## src/sv/rwla_pkg.sv

```systemverilog
// Package for the reader/writer lock arbiter: payload structs, codes and sizes.
// No dependencies; every other file of the block refers to it by scoped names.
package rwla_pkg;

    localparam int ID_WIDTH           = 8;
    localparam int READER_QUEUE_DEPTH = 16;
    localparam int WRITER_QUEUE_DEPTH = 16;

    // Queue address and count widths
    localparam int RQ_AW = (READER_QUEUE_DEPTH > 1) ? $clog2(READER_QUEUE_DEPTH) : 1;
    localparam int RQ_CW = $clog2(READER_QUEUE_DEPTH + 1);
    localparam int WQ_AW = (WRITER_QUEUE_DEPTH > 1) ? $clog2(WRITER_QUEUE_DEPTH) : 1;
    localparam int WQ_CW = $clog2(WRITER_QUEUE_DEPTH + 1);

    // Command queue between front and back
    localparam int FQ_DEPTH = 2;
    localparam int FQ_AW    = (FQ_DEPTH > 1) ? $clog2(FQ_DEPTH) : 1;
    localparam int FQ_CW    = $clog2(FQ_DEPTH + 1);

    localparam logic [7:0] LIMIT_RESET = 8'd4;
    localparam logic [7:0] CNT_MAX     = 8'hFF;

    localparam logic [1:0] OP_RACQ = 2'd0;
    localparam logic [1:0] OP_RREL = 2'd1;
    localparam logic [1:0] OP_WACQ = 2'd2;
    localparam logic [1:0] OP_WREL = 2'd3;

    localparam logic [1:0] ST_DONE     = 2'd0;
    localparam logic [1:0] ST_QUEUED   = 2'd1;
    localparam logic [1:0] ST_FULL     = 2'd2;
    localparam logic [1:0] ST_BAD_REL  = 2'd3;

    localparam logic KIND_READ  = 1'b0;
    localparam logic KIND_WRITE = 1'b1;

    typedef struct packed {
        logic [1:0] operation;
        logic [7:0] requester_id;
    } cmd_t;

    typedef struct packed {
        logic       grant_valid;
        logic       grant_kind;
        logic [7:0] grant_id;
        logic [1:0] status;
        logic       last;
    } result_t;

    // Classified request as it sits in the command queue
    typedef struct packed {
        logic                is_read;
        logic                is_release;
        logic [ID_WIDTH-1:0] id;
    } item_t;

endpackage

```

## src/sv/rwla_front.sv

```systemverilog
// Front end of the lock arbiter: takes commands, classifies them and queues them.
// Depends on rwla_pkg.
module rwla_front
(
    input  logic                 clk,
    input  logic                 rst_n,
    input  logic                 start,
    input  rwla_pkg::cmd_t       cmd,
    output logic                 busy,
    output logic                 item_valid,
    output rwla_pkg::item_t      item,
    input  logic                 item_pop
);

    rwla_pkg::item_t                 fq_reg [rwla_pkg::FQ_DEPTH];
    logic [rwla_pkg::FQ_AW-1:0]      wr_ptr_reg;
    logic [rwla_pkg::FQ_AW-1:0]      rd_ptr_reg;
    logic [rwla_pkg::FQ_CW-1:0]      count_reg;
    logic [rwla_pkg::FQ_CW-1:0]      count_next;
    rwla_pkg::item_t                 cls;
    logic                            push;

    assign busy       = (count_reg == rwla_pkg::FQ_CW'(rwla_pkg::FQ_DEPTH));
    assign push       = start && !busy;
    assign item_valid = (count_reg != '0);
    assign item       = fq_reg[rd_ptr_reg];

    always_comb
    begin
        cls.is_read    = (cmd.operation == rwla_pkg::OP_RACQ) ||
                         (cmd.operation == rwla_pkg::OP_RREL);
        cls.is_release = (cmd.operation == rwla_pkg::OP_RREL) ||
                         (cmd.operation == rwla_pkg::OP_WREL);
        cls.id         = cmd.requester_id[rwla_pkg::ID_WIDTH-1:0];
    end

    always_comb
    begin
        count_next = count_reg;
        if (push && !(item_pop && item_valid))
        begin
            count_next = count_reg + 1'b1;
        end
        else if (!push && item_pop && item_valid)
        begin
            count_next = count_reg - 1'b1;
        end
    end

    always_ff @(posedge clk or negedge rst_n)
    begin
        if (!rst_n)
        begin
            wr_ptr_reg <= '0;
            rd_ptr_reg <= '0;
            count_reg  <= '0;
        end
        else
        begin
            count_reg <= count_next;
            if (push)
            begin
                wr_ptr_reg <= (wr_ptr_reg == rwla_pkg::FQ_AW'(rwla_pkg::FQ_DEPTH - 1)) ?
                              '0 : wr_ptr_reg + 1'b1;
            end
            if (item_pop && item_valid)
            begin
                rd_ptr_reg <= (rd_ptr_reg == rwla_pkg::FQ_AW'(rwla_pkg::FQ_DEPTH - 1)) ?
                              '0 : rd_ptr_reg + 1'b1;
            end
        end
    end

    always_ff @(posedge clk)
    begin
        if (push)
        begin
            fq_reg[wr_ptr_reg] <= cls;
        end
    end

endmodule

```

## src/sv/rwla_back.sv

```systemverilog
// Back end of the lock arbiter: lock state, wait queues and the grant sequencer.
// Depends on rwla_pkg; fed by rwla_front through the command queue.
module rwla_back
(
    input  logic                 clk,
    input  logic                 rst_n,
    input  logic                 item_valid,
    input  rwla_pkg::item_t      item,
    output logic                 item_pop,
    input  logic                 cfg_valid,
    input  logic [7:0]           cfg_data,
    output logic                 result_valid,
    output rwla_pkg::result_t    result
);

    typedef enum logic [1:0] {
        S_IDLE,
        S_DECIDE,
        S_BATCH
    } state_t;

    localparam int WSW = rwla_pkg::WQ_AW + 1;

    state_t                              state_reg, state_next;
    rwla_pkg::item_t                     cur_reg, cur_next;
    logic [7:0]                          ar_reg, ar_next;
    logic                                wa_reg, wa_next;
    logic [rwla_pkg::RQ_CW-1:0]          wrc_reg, wrc_next;
    logic [rwla_pkg::WQ_CW-1:0]          wwc_reg, wwc_next;
    logic [rwla_pkg::WQ_AW-1:0]          head_reg, head_next;
    logic [7:0]                          cwc_reg, cwc_next;
    logic [7:0]                          limit_reg;
    logic [rwla_pkg::RQ_AW-1:0]          bidx_reg, bidx_next;
    logic [rwla_pkg::RQ_CW-1:0]          blen_reg, blen_next;
    logic                                res_valid_reg, res_valid_next;
    rwla_pkg::result_t                   res_reg, res_next;

    logic [rwla_pkg::ID_WIDTH-1:0]       rq_mem [rwla_pkg::READER_QUEUE_DEPTH];
    logic [rwla_pkg::ID_WIDTH-1:0]       wq_mem [rwla_pkg::WRITER_QUEUE_DEPTH];
    logic [rwla_pkg::ID_WIDTH-1:0]       rq_rd_reg;
    logic [rwla_pkg::ID_WIDTH-1:0]       wq_rd_reg;
    logic                                rq_we;
    logic                                wq_we;
    logic [rwla_pkg::WQ_AW-1:0]          wq_tail;
    logic [WSW-1:0]                      tail_sum;
    logic [rwla_pkg::WQ_AW-1:0]          head_inc;
    logic [7:0]                          wgrant_cwc;
    logic [8:0]                          batch_sum;
    logic [7:0]                          batch_ar;
    logic                                batch_last;

    assign item_pop     = (state_reg == S_IDLE) && item_valid;
    assign result_valid = res_valid_reg;
    assign result       = res_reg;

    // Shared terms of the decision step
    always_comb
    begin
        tail_sum = WSW'(head_reg) + WSW'(wwc_reg);
        if (tail_sum >= WSW'(rwla_pkg::WRITER_QUEUE_DEPTH))
        begin
            tail_sum = tail_sum - WSW'(rwla_pkg::WRITER_QUEUE_DEPTH);
        end
        wq_tail  = tail_sum[rwla_pkg::WQ_AW-1:0];
        head_inc = (head_reg == rwla_pkg::WQ_AW'(rwla_pkg::WRITER_QUEUE_DEPTH - 1)) ?
                   '0 : head_reg + 1'b1;
        if (wrc_reg != '0)
        begin
            wgrant_cwc = (cwc_reg == rwla_pkg::CNT_MAX) ? cwc_reg : cwc_reg + 1'b1;
        end
        else
        begin
            wgrant_cwc = '0;
        end
        // Reader release only starts a batch once the count hits zero
        if (!cur_reg.is_read)
        begin
            batch_sum = {1'b0, ar_reg} + 9'(wrc_reg);
        end
        else
        begin
            batch_sum = 9'(wrc_reg);
        end
        batch_ar   = batch_sum[8] ? rwla_pkg::CNT_MAX : batch_sum[7:0];
        batch_last = (rwla_pkg::RQ_CW'(bidx_reg) == blen_reg - 1'b1);
    end

    always_comb
    begin
        state_next     = state_reg;
        cur_next       = cur_reg;
        ar_next        = ar_reg;
        wa_next        = wa_reg;
        wrc_next       = wrc_reg;
        wwc_next       = wwc_reg;
        head_next      = head_reg;
        cwc_next       = cwc_reg;
        bidx_next      = bidx_reg;
        blen_next      = blen_reg;
        res_valid_next = 1'b0;
        res_next       = res_reg;
        rq_we          = 1'b0;
        wq_we          = 1'b0;

        case (state_reg)
            S_IDLE:
            begin
                bidx_next = '0;
                if (item_valid)
                begin
                    cur_next   = item;
                    state_next = S_DECIDE;
                end
            end

            S_DECIDE:
            begin
                state_next           = S_IDLE;
                res_valid_next       = 1'b1;
                res_next.grant_valid = 1'b0;
                res_next.grant_kind  = rwla_pkg::KIND_READ;
                res_next.grant_id    = '0;
                res_next.status      = rwla_pkg::ST_DONE;
                res_next.last        = 1'b1;

                if (!cur_reg.is_release)
                begin
                    if (cur_reg.is_read)
                    begin
                        if (!wa_reg && wwc_reg == '0)
                        begin
                            if (ar_reg != rwla_pkg::CNT_MAX)
                            begin
                                ar_next              = ar_reg + 1'b1;
                                res_next.grant_valid = 1'b1;
                                res_next.grant_id    = 8'(cur_reg.id);
                            end
                            else
                            begin
                                res_next.status = rwla_pkg::ST_FULL;
                            end
                        end
                        else if (wrc_reg < rwla_pkg::RQ_CW'(rwla_pkg::READER_QUEUE_DEPTH))
                        begin
                            rq_we           = 1'b1;
                            wrc_next        = wrc_reg + 1'b1;
                            res_next.status = rwla_pkg::ST_QUEUED;
                        end
                        else
                        begin
                            res_next.status = rwla_pkg::ST_FULL;
                        end
                    end
                    else
                    begin
                        if (ar_reg == '0 && !wa_reg && wwc_reg == '0)
                        begin
                            wa_next              = 1'b1;
                            cwc_next             = wgrant_cwc;
                            res_next.grant_valid = 1'b1;
                            res_next.grant_kind  = rwla_pkg::KIND_WRITE;
                            res_next.grant_id    = 8'(cur_reg.id);
                        end
                        else if (wwc_reg < rwla_pkg::WQ_CW'(rwla_pkg::WRITER_QUEUE_DEPTH))
                        begin
                            wq_we           = 1'b1;
                            wwc_next        = wwc_reg + 1'b1;
                            res_next.status = rwla_pkg::ST_QUEUED;
                        end
                        else
                        begin
                            res_next.status = rwla_pkg::ST_FULL;
                        end
                    end
                end
                else
                begin
                    logic do_batch;
                    logic do_writer;
                    do_batch  = 1'b0;
                    do_writer = 1'b0;
                    if (cur_reg.is_read)
                    begin
                        if (ar_reg == '0)
                        begin
                            res_next.status = rwla_pkg::ST_BAD_REL;
                        end
                        else
                        begin
                            ar_next = ar_reg - 1'b1;
                            if (ar_reg == 8'd1 && !wa_reg)
                            begin
                                do_writer = (wwc_reg != '0);
                                do_batch  = (wwc_reg == '0) && (wrc_reg != '0);
                            end
                        end
                    end
                    else
                    begin
                        if (!wa_reg)
                        begin
                            res_next.status = rwla_pkg::ST_BAD_REL;
                        end
                        else
                        begin
                            wa_next = 1'b0;
                            if (wrc_reg != '0 && (cwc_reg >= limit_reg || wwc_reg == '0))
                            begin
                                do_batch = 1'b1;
                            end
                            else if (wwc_reg != '0)
                            begin
                                do_writer = 1'b1;
                            end
                            else
                            begin
                                cwc_next = '0;
                            end
                        end
                    end

                    if (do_writer)
                    begin
                        head_next            = head_inc;
                        wwc_next             = wwc_reg - 1'b1;
                        wa_next              = 1'b1;
                        cwc_next             = wgrant_cwc;
                        res_next.grant_valid = 1'b1;
                        res_next.grant_kind  = rwla_pkg::KIND_WRITE;
                        res_next.grant_id    = 8'(wq_rd_reg);
                    end
                    else if (do_batch)
                    begin
                        // Hand the queued readers out one per cycle
                        res_valid_next = 1'b0;
                        ar_next        = batch_ar;
                        blen_next      = wrc_reg;
                        wrc_next       = '0;
                        cwc_next       = '0;
                        bidx_next      = '0;
                        state_next     = S_BATCH;
                    end
                end
            end

            S_BATCH:
            begin
                res_valid_next       = 1'b1;
                res_next.grant_valid = 1'b1;
                res_next.grant_kind  = rwla_pkg::KIND_READ;
                res_next.grant_id    = 8'(rq_rd_reg);
                res_next.status      = rwla_pkg::ST_DONE;
                res_next.last        = batch_last;
                if (batch_last)
                begin
                    state_next = S_IDLE;
                end
                else
                begin
                    bidx_next = bidx_reg + 1'b1;
                end
            end

            default:
            begin
                state_next = S_IDLE;
            end
        endcase
    end

    always_ff @(posedge clk or negedge rst_n)
    begin
        if (!rst_n)
        begin
            state_reg     <= S_IDLE;
            cur_reg       <= '0;
            ar_reg        <= '0;
            wa_reg        <= 1'b0;
            wrc_reg       <= '0;
            wwc_reg       <= '0;
            head_reg      <= '0;
            cwc_reg       <= '0;
            limit_reg     <= rwla_pkg::LIMIT_RESET;
            bidx_reg      <= '0;
            blen_reg      <= '0;
            res_valid_reg <= 1'b0;
            res_reg       <= '0;
        end
        else
        begin
            state_reg     <= state_next;
            cur_reg       <= cur_next;
            ar_reg        <= ar_next;
            wa_reg        <= wa_next;
            wrc_reg       <= wrc_next;
            wwc_reg       <= wwc_next;
            head_reg      <= head_next;
            cwc_reg       <= cwc_next;
            bidx_reg      <= bidx_next;
            blen_reg      <= blen_next;
            res_valid_reg <= res_valid_next;
            res_reg       <= res_next;
            if (cfg_valid)
            begin
                limit_reg <= cfg_data;
            end
        end
    end

    // Wait queues; read data is registered and follows the head / batch index
    always_ff @(posedge clk)
    begin
        if (rq_we)
        begin
            rq_mem[wrc_reg[rwla_pkg::RQ_AW-1:0]] <= cur_reg.id;
        end
        rq_rd_reg <= rq_mem[bidx_next];
    end

    always_ff @(posedge clk)
    begin
        if (wq_we)
        begin
            wq_mem[wq_tail] <= cur_reg.id;
        end
        wq_rd_reg <= wq_mem[head_reg];
    end

endmodule

```

## src/sv/reader_writer_lock_arbiter.sv

```systemverilog
// Top level of the reader/writer lock arbiter: front end, command queue, back end.
// Depends on rwla_pkg, rwla_front and rwla_back.
//
// Usage:
//   Commands: drive cmd and raise start; the command transfers at a clock edge
//   where start is high and busy is low. busy rises only when the two-entry
//   command queue is full.
//   Results: each result is on result for one cycle with result_valid high.
//   Every command gives one or more results; the final one has last set.
//   Configuration: cfg_data (writer batch limit) transfers when cfg_valid and
//   cfg_ready are high; write it only while no command is outstanding.
// Sequence:
//   The back end pops a command in S_IDLE, decides in the next cycle and shows
//   the result from a register in the cycle after that. It pops no new command
//   until it is back in S_IDLE. A release that admits queued readers first
//   starts the batch, then gives one grant per cycle from the reader queue
//   memory.
// Reset:
//   rst_n clears lock state, counters and the command queue, and sets the
//   batch limit to 4; queue contents are not cleared. The receiver cannot
//   stall, so results never wait.
module reader_writer_lock_arbiter
(
    input  logic                 clk,
    input  logic                 rst_n,
    input  logic                 start,
    input  rwla_pkg::cmd_t       cmd,
    output logic                 busy,
    output logic                 result_valid,
    output rwla_pkg::result_t    result,
    input  logic                 cfg_valid,
    output logic                 cfg_ready,
    input  logic [7:0]           cfg_data
);

    logic                item_valid;
    logic                item_pop;
    rwla_pkg::item_t     item;

    assign cfg_ready = 1'b1;

    rwla_front u_front
    (
        .clk        (clk),
        .rst_n      (rst_n),
        .start      (start),
        .cmd        (cmd),
        .busy       (busy),
        .item_valid (item_valid),
        .item       (item),
        .item_pop   (item_pop)
    );

    rwla_back u_back
    (
        .clk          (clk),
        .rst_n        (rst_n),
        .item_valid   (item_valid),
        .item         (item),
        .item_pop     (item_pop),
        .cfg_valid    (cfg_valid && cfg_ready),
        .cfg_data     (cfg_data),
        .result_valid (result_valid),
        .result       (result)
    );

endmodule

```

## config.mk

```make
export PLATFORM = sky130hd
export DESIGN_NAME = reader_writer_lock_arbiter
export DESIGN_NICKNAME = d
export VERILOG_FILES = /design/src/sv/rwla_pkg.sv /design/src/sv/rwla_front.sv /design/src/sv/rwla_back.sv /design/src/sv/reader_writer_lock_arbiter.sv
export SDC_FILE = /design/constraint.sdc
export NUM_CORES = 1
export LEC_CHECK = 0
export BUFFER_PORTS_ARGS = -buffer_cell sky130_fd_sc_hd__buf_2
export CAP_MARGIN = 20
export CORE_ASPECT_RATIO = 0.9
export CORE_MARGIN = 2
export CORE_UTILIZATION = 63
export DETAILED_ROUTE_END_ITERATION = 7
export PLACE_DENSITY_LB_ADDON = 0.05
export SETUP_SLACK_MARGIN = 0.05
export SLEW_MARGIN = 20
export SYNTH_ARGS = -nofsm -noshare
export SYNTH_HDL_FRONTEND = slang
export SYNTH_HIERARCHICAL = 1
export SYNTH_SLANG_ARGS = --single-unit
```

## constraint.sdc

```tcl
create_clock -name clk -period 3.3 [get_ports clk]
set_clock_uncertainty 0.05 [all_clocks]
set_input_delay 0.66 -clock clk [delete_from_list [all_inputs] [get_ports clk]]
set_output_delay 0.66 -clock clk [all_outputs]
set_load 0.05 [all_outputs]
```

==> results of run 1 <==
through the flow:
stage / setup TNS [ps] / setup slack (ps) / hold slack [ps] / area, sq um
floorplan: 0 / 534 / 314 / 16500
global placement: 0 / 28.7 / 426 / 17400
detailed placement: -402 / -70.1 / 439 / 17400
CTS: 0 / 145 / 132 / 18600
global route: 0 / 53.1 / 175 / 18600
finish: 0 / 268 / 117 / 18600
where the power goes:
group | internal, W | switching [W] | leakage (nW)
Clock | 0.00224 | 0.00176 | 0.566
Sequential | 0.00598 | 0.000413 | 3.62
Combinational | 0.00134 | 0.00239 | 2.74
Total | 0.00956 | 0.00457 | 6.92
layer usage:
| layer | global-route usage (%) | routed length (microns) | vias to the layer above |
|---|---|---|---|
| li1 | - | - | 4627 |
| met5 | 0 | 0 | - |
| met1 | 41.3 | 16500 | 5089 |
| met2 | 42.7 | 17300 | 443 |
| met3 | 6.65 | 3440 | 82 |
| met4 | 9.76 | 1170 | 0 |
cells by family (layout without fill, tap and decap cells):
family	Yosys count	in the layout	synth area share, %
buffers and inverters	106	229	2.83
XOR/XNOR	27	27	1.43
flip-flops	370	370	64.0
AO/OA/AOI/OAI	224	224	9.82
other	1	1	0.0227
AND/OR/NAND/NOR	271	271	8.36
adder cells (fa/ha/maj)	37	37	2.94
multiplexers	113	113	10.6
repair_timing:
item,4_1_cts,5_1_grt
pin swaps,0,1
hold buffers,0,0
setup buffers,0,6
resized for setup,1,6
setup endpoints to repair,8,10
path summary, 6_finish.rpt:
kind                                    startpoint              endpoint  slack [ps]  cells past startpoint
max in group asynchronous                    rst_n     u_back/cur_reg[6]        2380                      2
worst max-delay path              u_back/ar_reg[0]   u_back/rq_rd_reg[3]         270                     11
min in group clk                            cmd[6]  u_front/fq_reg[0][6]         270                      1
worst min-delay path                         rst_n     u_back/wwc_reg[0]         120                      1
worst max register to register    u_back/ar_reg[0]   u_back/rq_rd_reg[3]         270                     11
worst min register to register  u_front/wr_ptr_reg    u_front/wr_ptr_reg         440                      1
cell type report:
| cell class | count | share of cell area (%) |
|---|---|---|
| multi-input cells | 673 | 29.4 |
| clock inverters | 20 | 0.805 |
| well taps | 348 | 2.33 |
| inverters | 42 | 0.899 |
| clock buffers | 48 | 5.35 |
| repair buffers | 119 | 4.52 |
| flip-flops and latches | 370 | 56.6 |
cells in the mapped netlist (all sizes together) (9+ instances only):
master | number | area share, %
clkbuf | 39 | 0.90
mux4 | 40 | 5.5
and3 | 43 | 1.6
o211ai | 10 | 0.45
a21oi | 34 | 1.0
nand4 | 13 | 0.49
nor3 | 23 | 0.76
inv | 40 | 0.91
buf | 25 | 0.98
o21ai | 50 | 1.5
dfxtp | 16 | 1.9
nand2b | 9 | 0.36
o2111ai | 26 | 1.5
dfrtp | 77 | 12
nor2 | 70 | 1.7
mux2 | 71 | 5.1
a211o | 33 | 1.8
ha | 34 | 2.6
nand2 | 64 | 1.5
edfxtp | 276 | 50
xnor2 | 20 | 1.1
a22oi | 10 | 0.45
nand3 | 15 | 0.45
==> impl_metrics.py, run 1 <==
metrics = {
    "grt": {
        "grt_max_degree": 49,
        "grt_overflow": 0,
        "grt_pass1_wl_mm": 58.6,
        "grt.total_usage_pct": 28.4,
        "antenna_found_initial": 0,
        "first_global_vias": 9993,
    },
    "yosys": {
        "avgSynthCellArea_sq_um": 14.4,
        "ys_ff_latch": 370,
        "ys_seq_area_share_pct": 64.0,
        "async_flop_share_pct": 21.1,
        "synthDistinctLibCells": 86,
        "ys.flop_type": "edfxtp_1",
        "syn_area_sq_um": 16500,
        "synth_cells": 1149,
        "ys_warn_count": 6,
        "synth_edf_count": 276,
        "synth_nets": 1208,
    },
    "detailed_routing": {
        "drtIter0Drc": 1206,
        "remaining_drc_errors": 0,
        "vias_per_cell": 6.32,
        "vias": 10200,
        "ant_nets": 0,
        "avgRoutedWirePerCell_microns": 23.7,
        "dr.pass1.iters": 5,
        "drt-total-wl_mm": 38.4,
    },
    "clocking": {
        "cts_tree": "yes",
        "clk_pin_slew_ps": 60,
        "clockRootBuffer": "clkbuf_16",
        "clock_path_buffers": 3,
        "cts.sinks": 370,
        "numCtsBuffers": 37,
        "clk_latency_ps": 530,
        "cts_max_level": 2,
    },
    "worst_hold_path": {
        "hp-class": "in -> async",
    },
    "critical_path": {
        "critPathBufInv": 2,
        "endpoint_kind": "register",
        "slowest_delay_ps": 460,
        "crit_required_ps": 3650,
        "critPathKind": "reg -> reg",
        "crit_path_cell_trace": "inv_1 > ha_1 > and3b_1 > and3_1 > a21oi_1 > a31oi_2 > and2_4 > buf_4 > mux2_1 > o211ai_1 > nand4_1",
        "cp-start-kind": "register",
        "crit_family": "simple AND/OR/NAND/NOR gates",
        "critPathMaxFanout": 11,
        "cp_slowest_cell": "dfrtp_1",
        "crit_arrival_ps": 3390,
    },
    "placed_design": {
        "gp_congestion": 0.896,
        "dp.cells": 1546,
        "dpl.hpwl_mm": 24.8,
        "numPortBuffers": 36,
    },
    "final_layout": {
        "final_common_cell": "edfxtp_1",
        "drive_gt1_share_pct": 22.4,
        "antenna_cells": 0,
        "final_cell_mix": "edfxtp_1, buf_4, dfrtp_1",
        "multi_input_area_sq_um": 5490,
        "nets": 1302,
        "final_util_pct": 71.9,
        "seqCellArea_sq_um": 10600,
        "areaGrowthSynthToFinish_pct": 12.9,
        "final_cells": 1620,
        "nFillCells": 1719,
    },
    "floorplan": {
        "io_pins": 38,
        "fp.dieArea_sq_um": 27500,
        "die_x_microns": 175,
        "rows": 56,
        "start_util_pct": 63.7,
        "coreArea_sq_um": 25900,
        "die_h_microns": 158,
    },
    "power_and_ir_drop": {
        "power-per-cell-area_nw_per_um2": 757,
        "p_leak_nw": 6.92,
        "total_power_w": 0.0141,
        "vdd_drop_max_v": 0.000536,
    },
    "timing": {
        "slew-limit-headroom_pct": 36.5,
        "setup_violations": 0,
        "rsz0062_at_grt": "no",
        "maxSlewViolCount": 0,
        "finalCriticalPeriod_ps": 3030,
        "finalHoldViolations": 0,
        "max_freq_mhz": 330,
        "finalCritPeriodShare_pct": 91.9,
        "tightestPinTransition_ps": 950,
    },
    "run": {
        "cap_violations": 0,
    },
    "outcome": {
        "status": "finished clean",
    },
}
No activity file was read; power rests on OpenSTA's default activity.
==> run 2: changes to the inputs <==
==> constraint.sdc (replaced) <==
create_clock -name clk -period 3.18 [get_ports clk]
set_clock_uncertainty 0.05 [all_clocks]
set_input_delay 0.636 -clock clk [delete_from_list [all_inputs] [get_ports clk]]
set_output_delay 0.636 -clock clk [all_outputs]
set_load 0.05 [all_outputs]
==> run 2 against run 1 <==
Non-clock buffer count is 4 higher; clock-buffer cell count up 3; fmax increased by 0.55%; total power increased by 5.3%; critical path type unchanged.
==> impl_metrics.py, run 2 (same netlist as run 1, synthesis figures left out) <==
metrics = {
    "outcome": {
        "status": "finished clean",
    },
    "critical_path": {
        "cp_slowest_cell": "dfrtp_1",
        "critPathKind": "reg -> reg",
        "slowest_delay_ps": 400,
        "crit_required_ps": 3510,
        "critPathMaxFanout": 18,
        "critPathBufInv": 2,
        "endpoint_kind": "register",
        "crit_family": "multiplexers",
        "cp-start-kind": "register",
        "crit_arrival_ps": 3350,
        "crit_path_cell_trace": "inv_1 > ha_1 > xor2_1 > o221ai_2 > o2111ai_4 > mux2_4 > and2_4 > buf_12 > mux2_1 > o2111ai_2 > nand4_1",
    },
    "detailed_routing": {
        "remaining_drc_errors": 0,
        "vias": 10500,
        "drt-total-wl_mm": 39.3,
        "avgRoutedWirePerCell_microns": 24.2,
        "drtIter0Drc": 1190,
        "vias_per_cell": 6.45,
        "ant_nets": 0,
        "dr.pass1.iters": 6,
    },
    "floorplan": {
        "coreArea_sq_um": 25900,
        "die_h_microns": 158,
        "start_util_pct": 63.7,
        "io_pins": 38,
        "rows": 56,
        "fp.dieArea_sq_um": 27500,
        "die_x_microns": 175,
    },
    "final_layout": {
        "antenna_cells": 0,
        "nets": 1306,
        "seqCellArea_sq_um": 10600,
        "areaGrowthSynthToFinish_pct": 13.7,
        "multi_input_area_sq_um": 5540,
        "final_cell_mix": "edfxtp_1, buf_4, dfrtp_1",
        "nFillCells": 1678,
        "drive_gt1_share_pct": 23.4,
        "final_common_cell": "edfxtp_1",
    },
    "grt": {
        "grt.total_usage_pct": 28.9,
        "antenna_found_initial": 0,
        "grt_overflow": 0,
        "first_global_vias": 10100,
        "grt_max_degree": 54,
        "grt_pass1_wl_mm": 59.6,
    },
    "power_and_ir_drop": {
        "p_leak_nw": 6.97,
        "switching_share_pct": 32.1,
        "power-per-cell-area_nw_per_um2": 792,
        "p_switching_w": 0.00477,
        "p_comb_share_pct": 26.1,
        "vdd_drop_max_v": 0.000583,
        "seqPwrFrac_pct": 45.2,
        "power.internal_w": 0.0101,
        "clockPowerShare_pct": 28.7,
    },
    "placed_design": {
        "gp_congestion": 0.934,
        "dpl.hpwl_mm": 25.7,
        "numPortBuffers": 36,
    },
    "timing": {
        "max_freq_mhz": 332,
        "setup_violations": 0,
        "rsz0062_at_grt": "yes",
        "maxSlewViolCount": 0,
        "fin_hold_ws_ps": 254,
        "slew-limit-headroom_pct": 29.0,
        "finalCritPeriodShare_pct": 94.8,
        "tns_ps": 0,
        "finalCriticalPeriod_ps": 3020,
        "finalHoldViolations": 0,
        "tightestPinTransition_ps": 1060,
    },
    "run": {
        "cap_violations": 0,
    },
    "clocking": {
        "cts.sinks": 370,
        "clock_path_buffers": 3,
        "cts_max_level": 2,
        "cts_tree": "yes",
        "numCtsBuffers": 37,
        "clk_latency_ps": 530,
        "clockRootBuffer": "clkbuf_16",
        "clk_pin_slew_ps": 60,
    },
    "worst_hold_path": {
        "hp-class": "in -> reg",
    },
}
run 2: cell types whose count changed in the layout (fill, tap and decap cells not counted), moves of 2 or more:
cell,previous run,this run
buf_4,81,83
clkbuf_8,1,3
clkinv_1,6,2
nor3_1,21,17
nor3_2,2,6
o21ai_0,46,44
run 2: power by group through the flow:
stage / combinational [W] / clock (W) / sequential (W)
after floorplan: 0.00226 / 0 / 0.00688
after detailed placement: 0.00381 / 0 / 0.00681
after global routing: 0.00421 / 0.00454 / 0.00678
after CTS: 0.00384 / 0.00434 / 0.00672
final: 0.00388 / 0.00428 / 0.00672
after global placement: 0.00371 / 0 / 0.00679
run 2: metrics by stage:
stage / power (W) / setup slack [ps] / util [%] / cell area, sq um / cells
floorplan: 0.00914 / 414 / - / 16500 / 1149
global placement: 0.0105 / 216 / 67.3 / 17400 / 1547
detailed placement: 0.0106 / 155 / 67.4 / 17500 / 1547
CTS: 0.0149 / 107 / 72.0 / 18700 / 1616
global route: 0.0155 / 28.0 / 72.4 / 18800 / 1624
finish: 0.0149 / 165 / 72.4 / 18800 / 1624
run 2: layout make-up:
type,instances,area share (%)
inverters,42,0.873
well taps,348,2.32
clock buffers,51,5.48
multi-input cells,673,29.5
repair buffers,123,4.68
clock inverters,17,0.913
flip-flops and latches,370,56.2
run 2: path summary, 6_finish.rpt:
check                                         from                   end  slack [ps]  cells past startpoint
worst max-delay path            u_back/blen_reg[0]   u_back/rq_rd_reg[6]         160                     11
worst min-delay path                        cmd[5]  u_front/fq_reg[1][5]         250                      1
worst max register to register  u_back/blen_reg[0]   u_back/rq_rd_reg[6]         160                     11
worst min register to register   u_back/result[10]     u_back/result[10]         450                      1
max in group asynchronous                    rst_n   u_back/limit_reg[2]        1880                      3
min in group asynchronous                    rst_n    u_back/head_reg[3]         530                      2
run 2: timing repair:
item                                   CTS  global route
buffers inserted                         0             8
endpoints found under the hold margin   25             0
gates resized for setup                  0            13
hold buffers                             1             0
setup endpoints to repair                0            24
run 2: layer usage:
metal  global-route usage [%]  part of all wire (%)
met2                     44.1                    45
met4                     10.3                   3.2
met3                     6.27                   9.5
met1                     41.7                    42
met5                        0                     0
==> run 3: changes to the inputs <==
--- a/config.mk
+++ b/config.mk
@@ -9,9 +9,8 @@
 export CAP_MARGIN = 20
 export CORE_ASPECT_RATIO = 0.9
 export CORE_MARGIN = 2
-export CORE_UTILIZATION = 63
+export CORE_UTILIZATION = 39
 export DETAILED_ROUTE_END_ITERATION = 7
-export PLACE_DENSITY_LB_ADDON = 0.05
 export SETUP_SLACK_MARGIN = 0.05
 export SLEW_MARGIN = 20
 export SYNTH_ARGS = -nofsm -noshare
==> run 3 against run 2 <==
Sequential share of layout area shrank 1.2 points; final area grew 2.2%; hold slack lost 120 ps; fmax grew 0.16%; combinational power grew 2%; clock power is essentially flat; worst setup slack gained 4.9 ps; non-clock buffer count grew 7; global-route usage shrank 11 points; cell count grew 13%; via count shrank 2.2%; highest routed layer unchanged.
==> impl_metrics.py, run 3 (same netlist as run 1, synthesis figures left out) <==
metrics = {
    "outcome": {
        "status": "finished clean",
    },
    "detailed_routing": {
        "dr.pass1.iters": 5,
        "vias": 10200,
        "vias_per_cell": 5.59,
        "avgRoutedWirePerCell_microns": 22.0,
        "remaining_drc_errors": 0,
        "ant_nets": 0,
        "drtIter0Drc": 1034,
        "drt-total-wl_mm": 40.3,
    },
    "clocking": {
        "clk_latency_ps": 540,
        "numCtsBuffers": 39,
        "cts_tree": "yes",
        "postCtsHoldBufs": 0,
        "clock_path_buffers": 3,
        "clockRootBuffer": "clkbuf_16",
        "cts_max_level": 2,
        "cts.sinks": 370,
        "clk_pin_slew_ps": 60,
    },
    "critical_path": {
        "crit_arrival_ps": 3360,
        "cp-start-kind": "register",
        "critPathMaxFanout": 12,
        "worstRegToRegCells": 12,
        "ff2ff_setup_slack_ps": 170,
        "endpoint_kind": "register",
        "crit_path_cell_trace": "inv_1 > ha_1 > or4b_4 > a21boi_1 > o21a_1 > a31oi_2 > and2_4 > buf_4 > buf_12 > mux2_1 > o2111ai_1 > nand4_1",
        "slowest_delay_ps": 530,
        "crit_required_ps": 3530,
        "timing.rr.start": "u_back/wrc_reg[1]",
        "endpoint": "u_back/rq_rd_reg[2]",
        "cp_slowest_cell": "or4b_4",
        "crit_start": "u_back/wrc_reg[1]",
        "critPathKind": "reg -> reg",
        "timing.rr.end": "u_back/rq_rd_reg[2]",
    },
    "floorplan": {
        "die_x_microns": 221,
        "fp.dieArea_sq_um": 44000,
        "rows": 71,
        "start_util_pct": 39.6,
        "coreArea_sq_um": 41800,
        "io_pins": 38,
        "die_h_microns": 199,
    },
    "final_layout": {
        "areaGrowthSynthToFinish_pct": 16.2,
        "final_cell_mix": "edfxtp_1, buf_4, dfrtp_1",
        "nFillCells": 3715,
        "final_cells": 1832,
        "drive_gt1_share_pct": 24.4,
        "nets": 1316,
        "antenna_cells": 0,
        "stdcell_area_sq_um": 19200,
        "final_common_cell": "edfxtp_1",
    },
    "timing": {
        "setup_violations": 0,
        "tightestPinTransition_ps": 871,
        "max_freq_mhz": 332,
        "tns_ps": 0,
        "finalCriticalPeriod_ps": 3010,
        "maxSlewViolCount": 0,
        "slew-limit-headroom_pct": 41.7,
        "rsz0062_at_grt": "yes",
        "finalHoldViolations": 0,
        "finalCritPeriodShare_pct": 94.7,
    },
    "power_and_ir_drop": {
        "clockPowerShare_pct": 28.7,
        "p_switching_w": 0.00479,
        "p_comb_share_pct": 26.4,
        "seqPwrFrac_pct": 44.8,
        "power.internal_w": 0.0101,
        "vdd_drop_max_v": 0.000372,
        "power-per-cell-area_nw_per_um2": 776,
        "total_power_w": 0.0149,
        "p_leak_nw": 7.02,
        "switching_share_pct": 32.2,
    },
    "grt": {
        "antenna_found_initial": 0,
        "grt_overflow": 0,
        "first_global_vias": 10100,
        "grt_pass1_wl_mm": 61.8,
        "grt_max_degree": 56,
        "grt.total_usage_pct": 18.2,
    },
    "placed_design": {
        "dpl.hpwl_mm": 26.3,
        "gp_congestion": 0.890,
        "numPortBuffers": 36,
        "dp.cells": 1747,
        "placed_cell_area_sq_um": 17700,
    },
    "run": {
        "cap_violations": 0,
    },
    "worst_hold_path": {
        "hp-class": "in -> async",
    },
}
run 3: worst min path at each step:
| stage | startpoint | to | slack, ps | cells after the start |
|---|---|---|---|---|
| 6_report | rst_n | u_back/result[5] | 140 | 1 |
| 5_1_grt | rst_n | u_back/result[7] | 190 | 1 |
| 4_1_cts | rst_n | u_back/result[5] | 150 | 1 |
| 3_5_place_dp | u_front/wr_ptr_reg | u_front/wr_ptr_reg | 430 | 1 |
| 3_3_place_gp | u_front/wr_ptr_reg | u_front/wr_ptr_reg | 430 | 1 |
| 2_1_floorplan | rst_n | u_back/ar_reg[0] | 290 | 0 |
run 3: routing by layer:
metal	global-route usage (%)	vias to the layer above	share of wire [%]
li1	-	4646	-
met5	0	-	0
met4	4.57	0	1.9
met2	28.6	307	45
met3	3.18	61	6.4
met1	26.4	5227	47
run 3: power by group through the flow:
stage                     combinational [W]  sequential, W  clock (W)
after CTS                           0.00390        0.00668    0.00439
after floorplan                     0.00226        0.00688          0
after global placement              0.00380        0.00674          0
final                               0.00394        0.00667    0.00428
after global routing                0.00432        0.00674    0.00457
after detailed placement            0.00388        0.00677          0
run 3: what timing repair did:
item | 4_1_cts | 5_1_grt
pin swaps | 0 | 10
setup buffers | 0 | 13
endpoints found under the setup margin | 9 | 27
gates resized for setup | 2 | 26
cloned | 0 | 3
run 3: cell type report:
type / count / area [sq um] / area share [%]
repair inverters: 1 / 7.51 / 0.0391
multi-input cells: 673 / 5600 / 29.2
flip-flops and latches: 370 / 10600 / 55.1
clock buffers: 49 / 1020 / 5.34
repair buffers: 130 / 973 / 5.07
well taps: 547 / 684 / 3.57
inverters: 42 / 168 / 0.874
clock inverters: 20 / 165 / 0.861
run 3: stage by stage:
stage               hold slack (ps)  worst slack (ps)  util [%]
floorplan                       290               414         -
global placement                430              -137      42.4
detailed placement              434              -266      42.4
CTS                             145              79.9      45.3
global route                    185              32.8      45.9
finish                          137               170      45.9
run 3: critical path: cells and delay by family (launching register included):
family	cells	cell delay, ps
flops	1	370
simple gates	3	870
fa+ha+maj	1	240
compound gates	4	590
buf+inv	3	430
mux	1	330
